$ cat src/rtl/sfcd_pkg.sv
// shared types, constants and the crc byte update for the frame deframer
package sfcd_pkg;

   // payload buffer sizing
   localparam int MaxPayload    = 32;
   localparam int PayAddrWidth  = (MaxPayload > 1) ? $clog2(MaxPayload) : 1;
   localparam int PayCountWidth = $clog2(MaxPayload + 1);

   // crc-16/modbus, reflected
   localparam logic [15:0] CrcInit = 16'hFFFF;
   localparam logic [15:0] CrcPoly = 16'hA001;

   // register reset values
   localparam logic [7:0]  ResetStartOne = 8'd0;
   localparam logic [7:0]  ResetStartTwo = 8'd0;
   localparam logic [7:0]  ResetVersion  = 8'd1;
   localparam logic [15:0] ResetTimeout  = 16'd50;

   // configuration port
   localparam int PaddrWidth = 4;
   localparam logic [1:0] RegStartOne = 2'd0;
   localparam logic [1:0] RegStartTwo = 2'd1;
   localparam logic [1:0] RegVersion  = 2'd2;
   localparam logic [1:0] RegTimeout  = 2'd3;

   // request opcodes and result kinds
   localparam logic OpByte      = 1'b0;
   localparam logic OpTick      = 1'b1;
   localparam logic KindReport  = 1'b0;
   localparam logic KindPayload = 1'b1;

   typedef enum logic [2:0] {
      StatusOk      = 3'd0,
      StatusCrc     = 3'd1,
      StatusLength  = 3'd2,
      StatusVersion = 3'd3,
      StatusTimeout = 3'd4
   } status_type;

   typedef struct packed {
      logic       opcode;
      logic [7:0] data_byte;
   } req_type;

   typedef struct packed {
      logic        item_kind;
      status_type  status;
      logic [7:0]  frame_type;
      logic [7:0]  sequence_res;
      logic [7:0]  payload_length;
      logic [15:0] detail;
      logic [7:0]  payload_byte;
      logic        last;
   } rsp_type;

   typedef struct packed {
      logic [7:0]  start_one;
      logic [7:0]  start_two;
      logic [7:0]  version;
      logic [15:0] timeout;
   } cfg_type;

   // report raised by the parser for one request
   typedef struct packed {
      logic        valid;
      status_type  status;
      logic [7:0]  frame_type;
      logic [7:0]  sequence_res;
      logic [7:0]  payload_length;
      logic [15:0] detail;
      logic        readout;
   } report_type;

   typedef struct packed {
      logic                    en;
      logic [PayAddrWidth-1:0] addr;
      logic [7:0]              data;
   } pay_write_type;

   // one byte through the reflected crc, eight narrow steps
   function automatic logic [15:0] crc16_feed(input logic [15:0] crc, input logic [7:0] b);
      logic [15:0] c;
      c = crc ^ {8'h00, b};
      for (int i = 0; i < 8; i++) begin
         c = c[0] ? ((c >> 1) ^ CrcPoly) : (c >> 1);
      end
      return c;
   endfunction

endpackage

$ cat src/rtl/sof_framed_crc16_deframer.sv
// top level: configuration registers, parser, payload buffer and result sequencer
//
// Request channel (req_valid/req_ready/req_data) carries either a received byte
// or one time tick. The parser handles one request per cycle of acceptance and
// writes payload bytes into a 32-entry synchronous buffer as they arrive.
// Result channel (rsp_valid/rsp_ready/rsp_data) carries frame and error reports
// and, after a good report, the frame's payload bytes read back from the buffer.
// A request that raises a report shows it on the result channel in the cycle after
// acceptance. Requests are taken while no result is pending, so a request that
// raises a report holds off the next request until the receiver takes the
// report, however long it holds rsp_ready low.
// Payload readout goes through the buffer's single registered read port: each
// payload byte is read from the buffer, then moved to the output register, and
// any stall holds it; new requests wait until the frame's last byte is taken.
// When the receiver stalls, the current result holds and no request is taken.
// Reset (synchronous, active high) restores the registers to their defaults and
// puts the parser into the hunt for the first start byte; the payload buffer
// needs no clearing since only entries written in the current frame are read.
// The APB-style port writes registers at byte addresses 0, 4, 8 and 12.
module sof_framed_crc16_deframer (
   input  logic                             clock,
   input  logic                             reset,
   input  logic                             req_valid,
   output logic                             req_ready,
   input  sfcd_pkg::req_type                req_data,
   output logic                             rsp_valid,
   input  logic                             rsp_ready,
   output sfcd_pkg::rsp_type                rsp_data,
   input  logic                             psel,
   input  logic                             penable,
   input  logic                             pwrite,
   input  logic [sfcd_pkg::PaddrWidth-1:0]  paddr,
   input  logic [31:0]                      pwdata,
   output logic [31:0]                      prdata,
   output logic                             pready
);
   import sfcd_pkg::*;

   typedef enum logic [2:0] {
      SeqIdle  = 3'b001,
      SeqHold  = 3'b010,
      SeqFetch = 3'b100
   } seq_type;

   cfg_type                  cfg_ff;
   seq_type                  seq_ff, seq_in;
   logic                     rsp_valid_ff, rsp_valid_in;
   rsp_type                  rsp_data_ff, rsp_data_in;
   logic [PayCountWidth-1:0] cnt_ff, cnt_in;
   logic                     accept;
   logic                     rsp_take;
   logic                     csr_write;
   logic [1:0]               reg_index;
   report_type               report;
   pay_write_type            pay_wr;
   logic                     rd_en;
   logic [7:0]               rd_data;

   assign pready    = 1'b1;
   assign reg_index = paddr[3:2];
   assign csr_write = psel && penable && pwrite;

   // configuration registers
   always_ff @(posedge clock) begin
      if (reset) begin
         cfg_ff.start_one <= ResetStartOne;
         cfg_ff.start_two <= ResetStartTwo;
         cfg_ff.version   <= ResetVersion;
         cfg_ff.timeout   <= ResetTimeout;
      end else if (csr_write) begin
         case (reg_index)
            RegStartOne: cfg_ff.start_one <= pwdata[7:0];
            RegStartTwo: cfg_ff.start_two <= pwdata[7:0];
            RegVersion:  cfg_ff.version   <= pwdata[7:0];
            RegTimeout:  cfg_ff.timeout   <= pwdata[15:0];
            default:     cfg_ff.start_one <= cfg_ff.start_one;
         endcase
      end
   end

   // register read-back
   always_comb begin
      case (reg_index)
         RegStartOne: prdata = {24'h0, cfg_ff.start_one};
         RegStartTwo: prdata = {24'h0, cfg_ff.start_two};
         RegVersion:  prdata = {24'h0, cfg_ff.version};
         RegTimeout:  prdata = {16'h0, cfg_ff.timeout};
         default:     prdata = 32'h0;
      endcase
   end

   // request handshake
   assign req_ready = (seq_ff == SeqIdle) && !rsp_valid_ff;
   assign accept    = req_valid && req_ready;
   assign rsp_take  = rsp_valid_ff && rsp_ready;

   sfcd_parser u_parser (
      .clock  (clock),
      .reset  (reset),
      .accept (accept),
      .item   (req_data),
      .cfg    (cfg_ff),
      .report (report),
      .pay_wr (pay_wr)
   );

   sfcd_payload_ram u_ram (
      .clock   (clock),
      .wr      (pay_wr),
      .rd_en   (rd_en),
      .rd_addr (cnt_ff[PayAddrWidth-1:0]),
      .rd_data (rd_data)
   );

   // result sequencer: report, then payload readout
   always_comb begin
      seq_in       = seq_ff;
      rsp_valid_in = rsp_valid_ff;
      rsp_data_in  = rsp_data_ff;
      cnt_in       = cnt_ff;
      rd_en        = 1'b0;
      case (seq_ff)
         SeqIdle: begin
            if (rsp_take) begin
               rsp_valid_in = 1'b0;
            end
            if (report.valid) begin
               rsp_valid_in               = 1'b1;
               rsp_data_in.item_kind      = KindReport;
               rsp_data_in.status         = report.status;
               rsp_data_in.frame_type     = report.frame_type;
               rsp_data_in.sequence_res   = report.sequence_res;
               rsp_data_in.payload_length = report.payload_length;
               rsp_data_in.detail         = report.detail;
               rsp_data_in.payload_byte   = 8'd0;
               rsp_data_in.last           = !report.readout;
               if (report.readout) begin
                  seq_in = SeqHold;
                  cnt_in = '0;
               end
            end
         end
         SeqHold: begin
            if (rsp_take) begin
               rsp_valid_in = 1'b0;
               if (rsp_data_ff.last) begin
                  seq_in = SeqIdle;
               end else begin
                  rd_en  = 1'b1;
                  seq_in = SeqFetch;
               end
            end
         end
         SeqFetch: begin
            rsp_valid_in             = 1'b1;
            rsp_data_in.item_kind    = KindPayload;
            rsp_data_in.status       = StatusOk;
            rsp_data_in.detail       = 16'd0;
            rsp_data_in.payload_byte = rd_data;
            rsp_data_in.last         = (8'(cnt_ff) + 8'd1 == rsp_data_ff.payload_length);
            cnt_in                   = cnt_ff + PayCountWidth'(1);
            seq_in                   = SeqHold;
         end
         default: begin
            seq_in       = SeqIdle;
            rsp_valid_in = 1'b0;
         end
      endcase
   end

   // sequencer control
   always_ff @(posedge clock) begin
      if (reset) begin
         seq_ff       <= SeqIdle;
         rsp_valid_ff <= 1'b0;
         cnt_ff       <= '0;
      end else begin
         seq_ff       <= seq_in;
         rsp_valid_ff <= rsp_valid_in;
         cnt_ff       <= cnt_in;
      end
   end

   // result payload register
   always_ff @(posedge clock) begin
      rsp_data_ff <= rsp_data_in;
   end

   assign rsp_valid = rsp_valid_ff;
   assign rsp_data  = rsp_data_ff;

   // no request is taken while a result waits
   a_no_req_with_rsp: assert property (@(posedge clock) disable iff (reset)
      !(req_ready && rsp_valid))
      else $error("request ready while a result is pending");

   // a payload fetch always lands in the output register in the next cycle
   a_fetch_fills_rsp: assert property (@(posedge clock) disable iff (reset)
      (seq_ff == SeqFetch) |=> rsp_valid)
      else $error("payload fetch did not produce a result");

   // after a non-final result the block keeps requests out for the readout
   a_readout_blocks_req: assert property (@(posedge clock) disable iff (reset)
      (rsp_valid && rsp_ready && !rsp_data.last) |=> (!rsp_valid && !req_ready))
      else $error("readout did not hold off requests");

   // a request is only taken with the sequencer idle
   a_accept_when_idle: assert property (@(posedge clock) disable iff (reset)
      accept |-> (seq_ff == SeqIdle) && !rsp_valid_ff)
      else $error("request accepted during readout");

endmodule

$ cat src/rtl/sfcd_payload_ram.sv
// payload buffer: one write port, one registered read port
module sfcd_payload_ram (
   input  logic                             clock,
   input  sfcd_pkg::pay_write_type          wr,
   input  logic                             rd_en,
   input  logic [sfcd_pkg::PayAddrWidth-1:0] rd_addr,
   output logic [7:0]                       rd_data
);
   import sfcd_pkg::*;

   logic [7:0] mem [MaxPayload];

   // write port
   always_ff @(posedge clock) begin
      if (wr.en) begin
         mem[wr.addr] <= wr.data;
      end
   end

   // read port, registered
   always_ff @(posedge clock) begin
      if (rd_en) begin
         rd_data <= mem[rd_addr];
      end
   end

endmodule

$ cat src/rtl/sfcd_parser.sv
// frame parser: start hunt, header with length check, payload write, crc and version check and timeout
module sfcd_parser (
   input  logic                     clock,
   input  logic                     reset,
   input  logic                     accept,
   input  sfcd_pkg::req_type        item,
   input  sfcd_pkg::cfg_type        cfg,
   output sfcd_pkg::report_type     report,
   output sfcd_pkg::pay_write_type  pay_wr
);
   import sfcd_pkg::*;

   typedef enum logic [5:0] {
      PhHunt     = 6'b000001,
      PhStartTwo = 6'b000010,
      PhHeader   = 6'b000100,
      PhPayload  = 6'b001000,
      PhCrcLow   = 6'b010000,
      PhCrcHigh  = 6'b100000
   } phase_type;

   phase_type              phase_ff, phase_in, clr_phase;
   logic [7:0]             version_ff, version_in;
   logic [7:0]             type_ff, type_in;
   logic [7:0]             seq_ff, seq_in;
   logic [7:0]             len_ff, len_in;
   logic [1:0]             hcount_ff, hcount_in;
   logic [PayCountWidth-1:0] pcount_ff, pcount_in;
   logic [15:0]            crc_ff, crc_in;
   logic [7:0]             crc_low_ff, crc_low_in;
   logic [15:0]            idle_ff, idle_in;
   logic                   clear;
   logic [7:0]             b;
   logic [15:0]            idle_sat;
   logic [15:0]            rx_crc;

   assign b      = item.data_byte;
   assign rx_crc = {b, crc_low_ff};
   assign idle_sat = (idle_ff == 16'hFFFF) ? idle_ff : idle_ff + 16'd1;

   // next state for one request
   always_comb begin
      phase_in   = phase_ff;
      version_in = version_ff;
      type_in    = type_ff;
      seq_in     = seq_ff;
      len_in     = len_ff;
      hcount_in  = hcount_ff;
      pcount_in  = pcount_ff;
      crc_in     = crc_ff;
      crc_low_in = crc_low_ff;
      idle_in    = idle_ff;
      clear      = 1'b0;
      clr_phase  = PhHunt;
      report     = '0;
      report.status         = StatusOk;
      report.frame_type     = type_ff;
      report.sequence_res   = seq_ff;
      report.payload_length = len_ff;
      pay_wr      = '0;
      pay_wr.addr = pcount_ff[PayAddrWidth-1:0];
      pay_wr.data = b;

      if (accept) begin
         if (item.opcode == OpTick) begin
            // idle ticks only count mid-frame
            if (phase_ff != PhHunt) begin
               idle_in = idle_sat;
               if (idle_sat >= cfg.timeout) begin
                  report.valid  = 1'b1;
                  report.status = StatusTimeout;
                  clear         = 1'b1;
               end
            end
         end else begin
            idle_in = 16'd0;
            case (phase_ff)
               PhHunt: begin
                  if (b == cfg.start_one) begin
                     clear     = 1'b1;
                     clr_phase = PhStartTwo;
                  end
               end
               PhStartTwo: begin
                  // start two wins over a repeated start one
                  if (b == cfg.start_two) begin
                     clear     = 1'b1;
                     clr_phase = PhHeader;
                  end else if (b != cfg.start_one) begin
                     clear = 1'b1;
                  end
               end
               PhHeader: begin
                  crc_in    = crc16_feed(crc_ff, b);
                  hcount_in = hcount_ff + 2'd1;
                  case (hcount_ff)
                     2'd0:    version_in = b;
                     2'd1:    type_in    = b;
                     2'd2:    seq_in     = b;
                     default: len_in     = b;
                  endcase
                  if (hcount_ff == 2'd3) begin
                     pcount_in = '0;
                     if (b > 8'(MaxPayload)) begin
                        report.valid          = 1'b1;
                        report.status         = StatusLength;
                        report.payload_length = b;
                        report.detail         = {8'h00, b};
                        clear                 = 1'b1;
                     end else begin
                        phase_in = (b == 8'd0) ? PhCrcLow : PhPayload;
                     end
                  end
               end
               PhPayload: begin
                  pay_wr.en = 1'b1;
                  crc_in    = crc16_feed(crc_ff, b);
                  pcount_in = pcount_ff + PayCountWidth'(1);
                  if (8'(pcount_ff) + 8'd1 >= len_ff) begin
                     phase_in = PhCrcLow;
                  end
               end
               PhCrcLow: begin
                  crc_low_in = b;
                  phase_in   = PhCrcHigh;
               end
               PhCrcHigh: begin
                  report.valid = 1'b1;
                  clear        = 1'b1;
                  if (rx_crc != crc_ff) begin
                     report.status = StatusCrc;
                     report.detail = rx_crc;
                  end else if (version_ff != cfg.version) begin
                     report.status = StatusVersion;
                     report.detail = {8'h00, version_ff};
                  end else begin
                     report.status  = StatusOk;
                     report.detail  = rx_crc;
                     report.readout = (len_ff != 8'd0);
                  end
               end
               default: begin
                  clear = 1'b1;
               end
            endcase
         end

         // back to the hunt, optionally straight into a start phase
         if (clear) begin
            phase_in   = clr_phase;
            version_in = 8'd0;
            type_in    = 8'd0;
            seq_in     = 8'd0;
            len_in     = 8'd0;
            hcount_in  = 2'd0;
            pcount_in  = '0;
            crc_in     = CrcInit;
            crc_low_in = 8'd0;
            idle_in    = 16'd0;
         end
      end
   end

   // parser state
   always_ff @(posedge clock) begin
      if (reset) begin
         phase_ff   <= PhHunt;
         version_ff <= 8'd0;
         type_ff    <= 8'd0;
         seq_ff     <= 8'd0;
         len_ff     <= 8'd0;
         hcount_ff  <= 2'd0;
         pcount_ff  <= '0;
         crc_ff     <= CrcInit;
         crc_low_ff <= 8'd0;
         idle_ff    <= 16'd0;
      end else begin
         phase_ff   <= phase_in;
         version_ff <= version_in;
         type_ff    <= type_in;
         seq_ff     <= seq_in;
         len_ff     <= len_in;
         hcount_ff  <= hcount_in;
         pcount_ff  <= pcount_in;
         crc_ff     <= crc_in;
         crc_low_ff <= crc_low_in;
         idle_ff    <= idle_in;
      end
   end

endmodule

$ cat config.mk
export PLATFORM = sky130hd
export DESIGN_NAME = sof_framed_crc16_deframer
export DESIGN_NICKNAME = d
export VERILOG_FILES = /design/src/rtl/sfcd_pkg.sv /design/src/rtl/sof_framed_crc16_deframer.sv /design/src/rtl/sfcd_payload_ram.sv /design/src/rtl/sfcd_parser.sv
export SDC_FILE = /design/constraint.sdc
export NUM_CORES = 1
export LEC_CHECK = 0
export BUFFER_PORTS_ARGS = -buffer_cell sky130_fd_sc_hd__buf_2
export CAP_MARGIN = 5
export CORE_MARGIN = 5
export CORE_UTILIZATION = 40
export DETAILED_ROUTE_END_ITERATION = 7
export PLACE_DENSITY = 0.56
export RECOVER_POWER = 50
export SYNTH_ARGS = -nofsm -noshare
export SYNTH_HDL_FRONTEND = slang
export SYNTH_SLANG_ARGS = --single-unit
$ cat constraint.sdc
create_clock -name clock -period 5.45 [get_ports clock]
set_input_delay 0.2725 -clock clock [delete_from_list [all_inputs] [get_ports clock]]
set_output_delay 0.2725 -clock clock [all_outputs]
set_load 0.02 [all_outputs]
After elaboration in Yosys (flattened, before gate mapping)

Memory sizes are Yosys's and may differ from the RTL's. A register that Yosys moved wholly into a read port is not among the register bits.
Index checks and enable logic that the tools add are counted.

Mux-type cells: 105
Bitwise gates (word level): 9
Add/subtract/negate cells: 6
Reduce and logical (&&, ||, !) cells: 41
Order comparisons: 3
Equality and inequality tests: 32

Operator list:

| operator                                      | number |
|---|---|
| two-way mux 16 bit                            | 17 |
| two-way mux 8 bit                             | 20 |
| one-hot mux 32 bit (4 select lines)           | 1 |
| two-way mux 6 bit                             | 11 |
| two-way mux 53 bit                            | 1 |
| two-way mux 25 bit                            | 2 |
| one-hot mux 25 bit (2 select lines)           | 1 |
| two-way mux 24 bit                            | 2 |
| one-hot mux 6 bit (2 select lines)            | 3 |
| one-hot mux 16 bit (2 select lines)           | 1 |
| two-way mux 4 bit                             | 6 |
| NOT 2 -> 3 bit                                | 8 |
| two-way mux 1 bit                             | 22 |
| AND reduction 4 bit                           | 5 |
| two-way mux 3 bit                             | 6 |
| one-hot mux 6 bit (3 select lines)            | 1 |
| adder 16 x 1 -> 16 bit, second input constant | 1 |
| equality test 16 bit, second input constant   | 1 |
| equality test 8 bit                           | 2 |
| >= comparator 16 bit                          | 1 |
| != test 16 bit                                | 1 |
| != test 8 bit                                 | 2 |
| one-hot mux 4 bit (2 select lines)            | 2 |
| XOR 16 x 8 -> 16 bit                          | 1 |
| 40 further kinds                              | 78 |

Output and inout bits: 88
Register bits after elaboration: 189
Bits in writable memories: 256
Memories kept: 1

Memories:

| name      | depth | bits a word | rd ports | clocked after memory_dff | write ports | line                   | text |
|---|---|---|---|---|---|---|---|
| u_ram.mem | 32    | 8           | 1        | 1                        | 1           | sfcd_payload_ram.sv:11 | `logic [7:0] mem [MaxPayload];` |

Longest topological paths before layout

Depth in word-level cells: 20
Gate-level depth with buffers: 17

Cells and area by module

A second synthesis with hierarchy kept.

Cells, all modules: 1,505
Area total of the unflattened synthesis: 20,084.3 sq um

Modules (own cells, without submodules):

| module                    | area each (sq um) | cells an instance | times used |
|---|---|---|---|
| sfcd_payload_ram          | 10,133.5          | 417               | 1 |
| sfcd_parser               | 5,617.9           | 708               | 1 |
| sof_framed_crc16_deframer | 4,332.9           | 380               | 1 |

Worst setup path after synthesis

No wires, ideal clock.

Path type: register -> register
Start: register u_parser.idle_ff[0]
End: register rsp_data_ff, in the netlist rsp_data[0] (enable)
Arrival time: 5,138 ps
Setup time: 390 ps
Slack: -79 ps
Path buffers: 0
Cell stages (with the launch flop): 15
Period minus slack after synthesis: 5,529 ps
Path through: dfxtp_1 ha_1 nand2_1 nor4_1 nand2_1 nand3_1 nor2_1 xnor2_1 ha_1 and3_1 nand2_1 o31a_1 o211a_1 o22ai_1 nand2b_1

Word-level cells in the longest chain between the ends: 9
Elaborated cells on any way between the ends: 10
Classes of those cells: add/sub: 1; order compare: 1; eq/ne: 2; mux: 5; reduce/logical: 1

RTL lines:

| what                                                                  | line                             | text |
|---|---|---|
| start: declaration                                                    | sfcd_parser.sv:31                | `logic [15:0] idle_ff, idle_in;` |
| start signal: assignment                                              | sfcd_parser.sv:187               | `idle_ff <= idle_in;` |
| adder 16 x 1 -> 16 bit / equality test 16 bit (equally long branches) | sfcd_parser.sv:39                | `assign idle_sat = (idle_ff == 16'hFFFF) ? idle_ff : idle_ff + 16'd1;` |
| two-way mux 16 bit (*)                                                | sfcd_parser.sv:39                |  |
| >= comparator 16 bit (*)                                              | sfcd_parser.sv:69                | `if (idle_sat >= cfg.timeout) begin` |
| two-way mux 4 bit (*)                                                 | sfcd_parser.sv:69                |  |
| two-way mux 4 bit (*)                                                 | sfcd_parser.sv:67                | `if (phase_ff != PhHunt) begin` |
| two-way mux 4 bit (*)                                                 | sfcd_parser.sv:65                | `if (item.opcode == OpTick) begin` |
| two-way mux 4 bit (*)                                                 | sfcd_parser.sv:64                | `if (accept) begin` |
| != test 2 bit (no line) (*)                                           | n/a                              |  |
| AND reduction 2 bit (no line) (*)                                     | n/a                              |  |
| end signal: assignment                                                | sof_framed_crc16_deframer.sv:186 | `rsp_data_ff <= rsp_data_in;` |
| end: declaration                                                      | sof_framed_crc16_deframer.sv:48  | `rsp_type rsp_data_ff, rsp_data_in;` |

Mark *: on every way between the ends. The rest lies on a longest branch, timed or not.
A chain may end at the register's enable or synchronous reset.

==> flow_metrics.env <==
export IMPL_area_delta_synth_final_pct=14.1
export IMPL_worst_path_max_fanout=55
export IMPL_clock_sinks=453
export IMPL_slowest_delay_ns=1.93
export IMPL_grt_pass1_wl_mm=75.6
export IMPL_viasPerCell=5.44
export IMPL_synth_edf_count=317
export IMPL_power_leakage_nw=7.58
export IMPL_grt_usage_pct=18.4
export IMPL_synth_top_family_by_area="multiplexers"
export IMPL_place_ws_ns=0.954
export IMPL_grtUsageMet1_pct=27.4
export IMPL_synthArstFlopShare_pct=0
export IMPL_first_iter_violations=992
export IMPL_crit_required_ns=5.93
export IMPL_final_common_cell="edfxtp_1"
export IMPL_synth_top_area_cell="edfxtp_1"
export IMPL_synth_avg_cell_area_um2=14.0
export IMPL_synth_xor_area_share_pct=3.73
export IMPL_p_clk_share_pct=45.5
export IMPL_worst_slew_pin_slew_ns=2.69
export IMPL_critical_path_class="in2reg"
export IMPL_clk_insertion_delay_late_ns=0.60
export IMPL_path_cells="clkbuf_1 > clkbuf_1 > inv_1 > and4_1 > a22o_1"
export IMPL_post_dp_cell_area_mm2=0.0209
export IMPL_cts_resized=0
export IMPL_final_cell_mix="317 x edfxtp_1, 134 x dfxtp_1, 105 x nor2_1"
export IMPL_ant_nets=0
export IMPL_synthCells=1411
export IMPL_drc_errors=0
export IMPL_rsz0062_at_grt="false"
export IMPL_synth_compound_area_share_pct=7.67
export IMPL_dp_hpwl_mm=33.6
export IMPL_crit_path_end_kind="flop"
export IMPL_final_nets=1607
export IMPL_power_density_mw_per_mm2=320
export IMPL_synth_simple_area_share_pct=9.06
export IMPL_antenna_cells=0
export IMPL_fmax_mhz=210
export IMPL_synthMuxAreaShare_pct=12.4
export IMPL_whs_ns=0.0583
export IMPL_fin_crit_ns=4.75
export IMPL_cts_buffers=49
export IMPL_p_seq_share_pct=51.1
export IMPL_status="complete, but fails checks"
export IMPL_p_int_mw=5.64
export IMPL_port_buffers=104
export IMPL_rows=81
export IMPL_final_layout_size_suffix_gt1_share_pct=15.0
export IMPL_finalWirelength_mm=50.0
export IMPL_slew_violations=266
export IMPL_synth_top_cell_area_share_pct=48.2
export IMPL_failed_checks="max-capacitance violations, max-slew violations"
export IMPL_drv_cap=7
export IMPL_wire_per_inst_um=22.5
export IMPL_dieHeight_um=232
export IMPL_max_clock_path_buffers=3
export IMPL_irDropWorstVdd_mv=0.266
export IMPL_gp_congestion=0.835
export IMPL_grt_busiest_layer="met2"
export IMPL_dr_pass1_iters=5
export IMPL_hold_viol_final=0
export IMPL_finalCritPeriodShare_pct=87.2
export IMPL_post_route_util_pct=46.1
export IMPL_pwr_share_comb_pct=3.4
export IMPL_hp_class="in2reg"
export IMPL_h_tree_depth=2
export IMPL_switchingPower_mw=1.56
export IMPL_start_util_pct=40.4
export IMPL_cpMostUsedCell="clkbuf_1"
export IMPL_grt_pass1_vias=12045
export IMPL_ys_warn_count=0
export IMPL_synth_flop_cell="edfxtp_1"
export IMPL_synthTopCellsByArea="edfxtp_1 48%, dfxtp_1 14%, mux4_2 10%, xnor2_1 2.3%, ha_1 2.1%"
export IMPL_cts_root_buf="clkbuf_16"
export IMPL_skew_ns=0.0149
export IMPL_grt_max_degree=56
export IMPL_die_w_um=232
export IMPL_fin_setup_tns_ns=0
export IMPL_die_area_mm2=0.0539
export IMPL_setup_ws_ns=0.696
export IMPL_cp_start_kind="input pin"
export IMPL_ys_seq_area_share_pct=62.0
export IMPL_setup_viol=0
export IMPL_synth_seq_cells=453
export IMPL_antenna_found_initial=1
export IMPL_sw_frac_of_total_pct=21.7
export IMPL_slew_headroom_pct=-79.6
export IMPL_synth_cell_types=71
export IMPL_core_area_mm2=0.0488
export IMPL_use_met3_pct=4.01
export IMPL_syn_area_mm2=0.0197
export IMPL_fin_area_mm2=0.0225
export IMPL_clk_pin_slew_ns=0.06
export IMPL_crit_slowest_cell="clkbuf_1"
export IMPL_grt_overflow_total=0
export IMPL_grtUsageMet2_pct=27.9
export IMPL_vias=12114
export IMPL_cts_tree="yes"
export IMPL_synthAdderAreaFrac_pct=2.09
export IMPL_arrival_ns=5.23
export IMPL_ios=140
## what timing repair did
| action | in CTS | in global routing |
|---|---|---|
| hold endpoints to repair | 40 | 0 |
| setup buffers | 0 | 0 |
| hold buffers | 16 | 0 |
## through the flow
stage / instances / power (mW)
finish: 2226 / 7.20
CTS: 2226 / 7.28
detailed placement: 2119 / 3.99
floorplan: 1426 / 3.89
global placement: 2119 / 3.98
global route: 2226 / 7.46
## routing by layer
layer	vias up	routed length, µm
met2	386	22400
met1	6094	23100
met3	71	3500
met4	0	996
li1	5563	-
met5	-	0
## worst max-delay path, delay by kind of cell
kind,cells,cell delay (ns)
and+or+nand+nor,1,0.64
AOI/OAI and AO/OA,1,0.22
buffers and inverters,3,4.07
## logic make-up after synthesis
family	after synthesis
multiplexers	133
other	2
buffers and inverters	135
adder cells (fa/ha/maj)	33
AND/OR/NAND/NOR	361
XOR/XNOR	84
flip-flops	453
AO/OA/AOI/OAI	210
## cell usage after synthesis (all sizes together), types with 8 or more instances
master	n
and2	20
a21oi	47
dfxtp	136
edfxtp	317
mux2i	33
xor2	33
mux4	88
inv	40
nand4	11
o22a	16
nor3	9
mux2	12
ha	33
a32o	8
nand2	93
or2	9
a2bb2oi	8
nand3	29
o21ai	36
clkbuf	57
nor2	106
a211oi	8
xnor2	51
a22o	33
a31oi	9
nor4	14
and3	31
buf	38
## worst paths after layout
check / start / to / slack (ns) / cells past startpoint
worst max-delay path: reset / u_parser.version_ff[0]$_SDFFE_PP0P_ / 0.70 / 5
worst min-delay path: rsp_ready / rsp_valid$_SDFF_PP0_ / 0.06 / 4
worst max register to register: u_parser.idle_ff[0]$_SDFFE_PP0P_ / u_parser.pcount_ff[4]$_SDFFE_PP0P_ / 0.77 / 16
worst min register to register: u_parser.type_ff[0]$_SDFFE_PP0P_ / rsp_data[41]$_DFFE_PP_ / 0.44 / 0
## registers in the layout, indices dropped and copies added (netlist names)
signal / flops
u_parser.len_ff: 8
u_parser.crc_low_ff: 8
rsp_valid: 1
u_ram.rd_data: 8
rsp_data: 53
cnt_ff: 6
u_parser.crc_ff: 16
u_parser.pcount_ff: 6
u_ram.mem: 256
u_parser.idle_ff: 16
cfg_ff: 40
u_parser.hcount_ff: 2
seq_ff: 3
u_parser.type_ff: 8
u_parser.version_ff: 8
u_parser.phase_ff: 6
u_parser.seq_ff: 8
## power groups by stage
stage	registers [mW]	clock network, mW	logic, mW
floorplan	3.75	0	0.142
global placement	3.75	0	0.232
detailed placement	3.75	0	0.237
CTS	3.68	3.35	0.247
global route	3.68	3.51	0.262
finish	3.68	3.28	0.242
## final cells by class
type / count / area, µm²
clock inverter: 29 / 264
timing repair buffer: 140 / 732
multi-input combinational: 838 / 6960
fill: 4390 / 26300
clock buffer: 62 / 1350
inverter: 40 / 150
tap: 664 / 831
sequential: 453 / 12200
No activity file was read; power rests on OpenSTA's default activity.
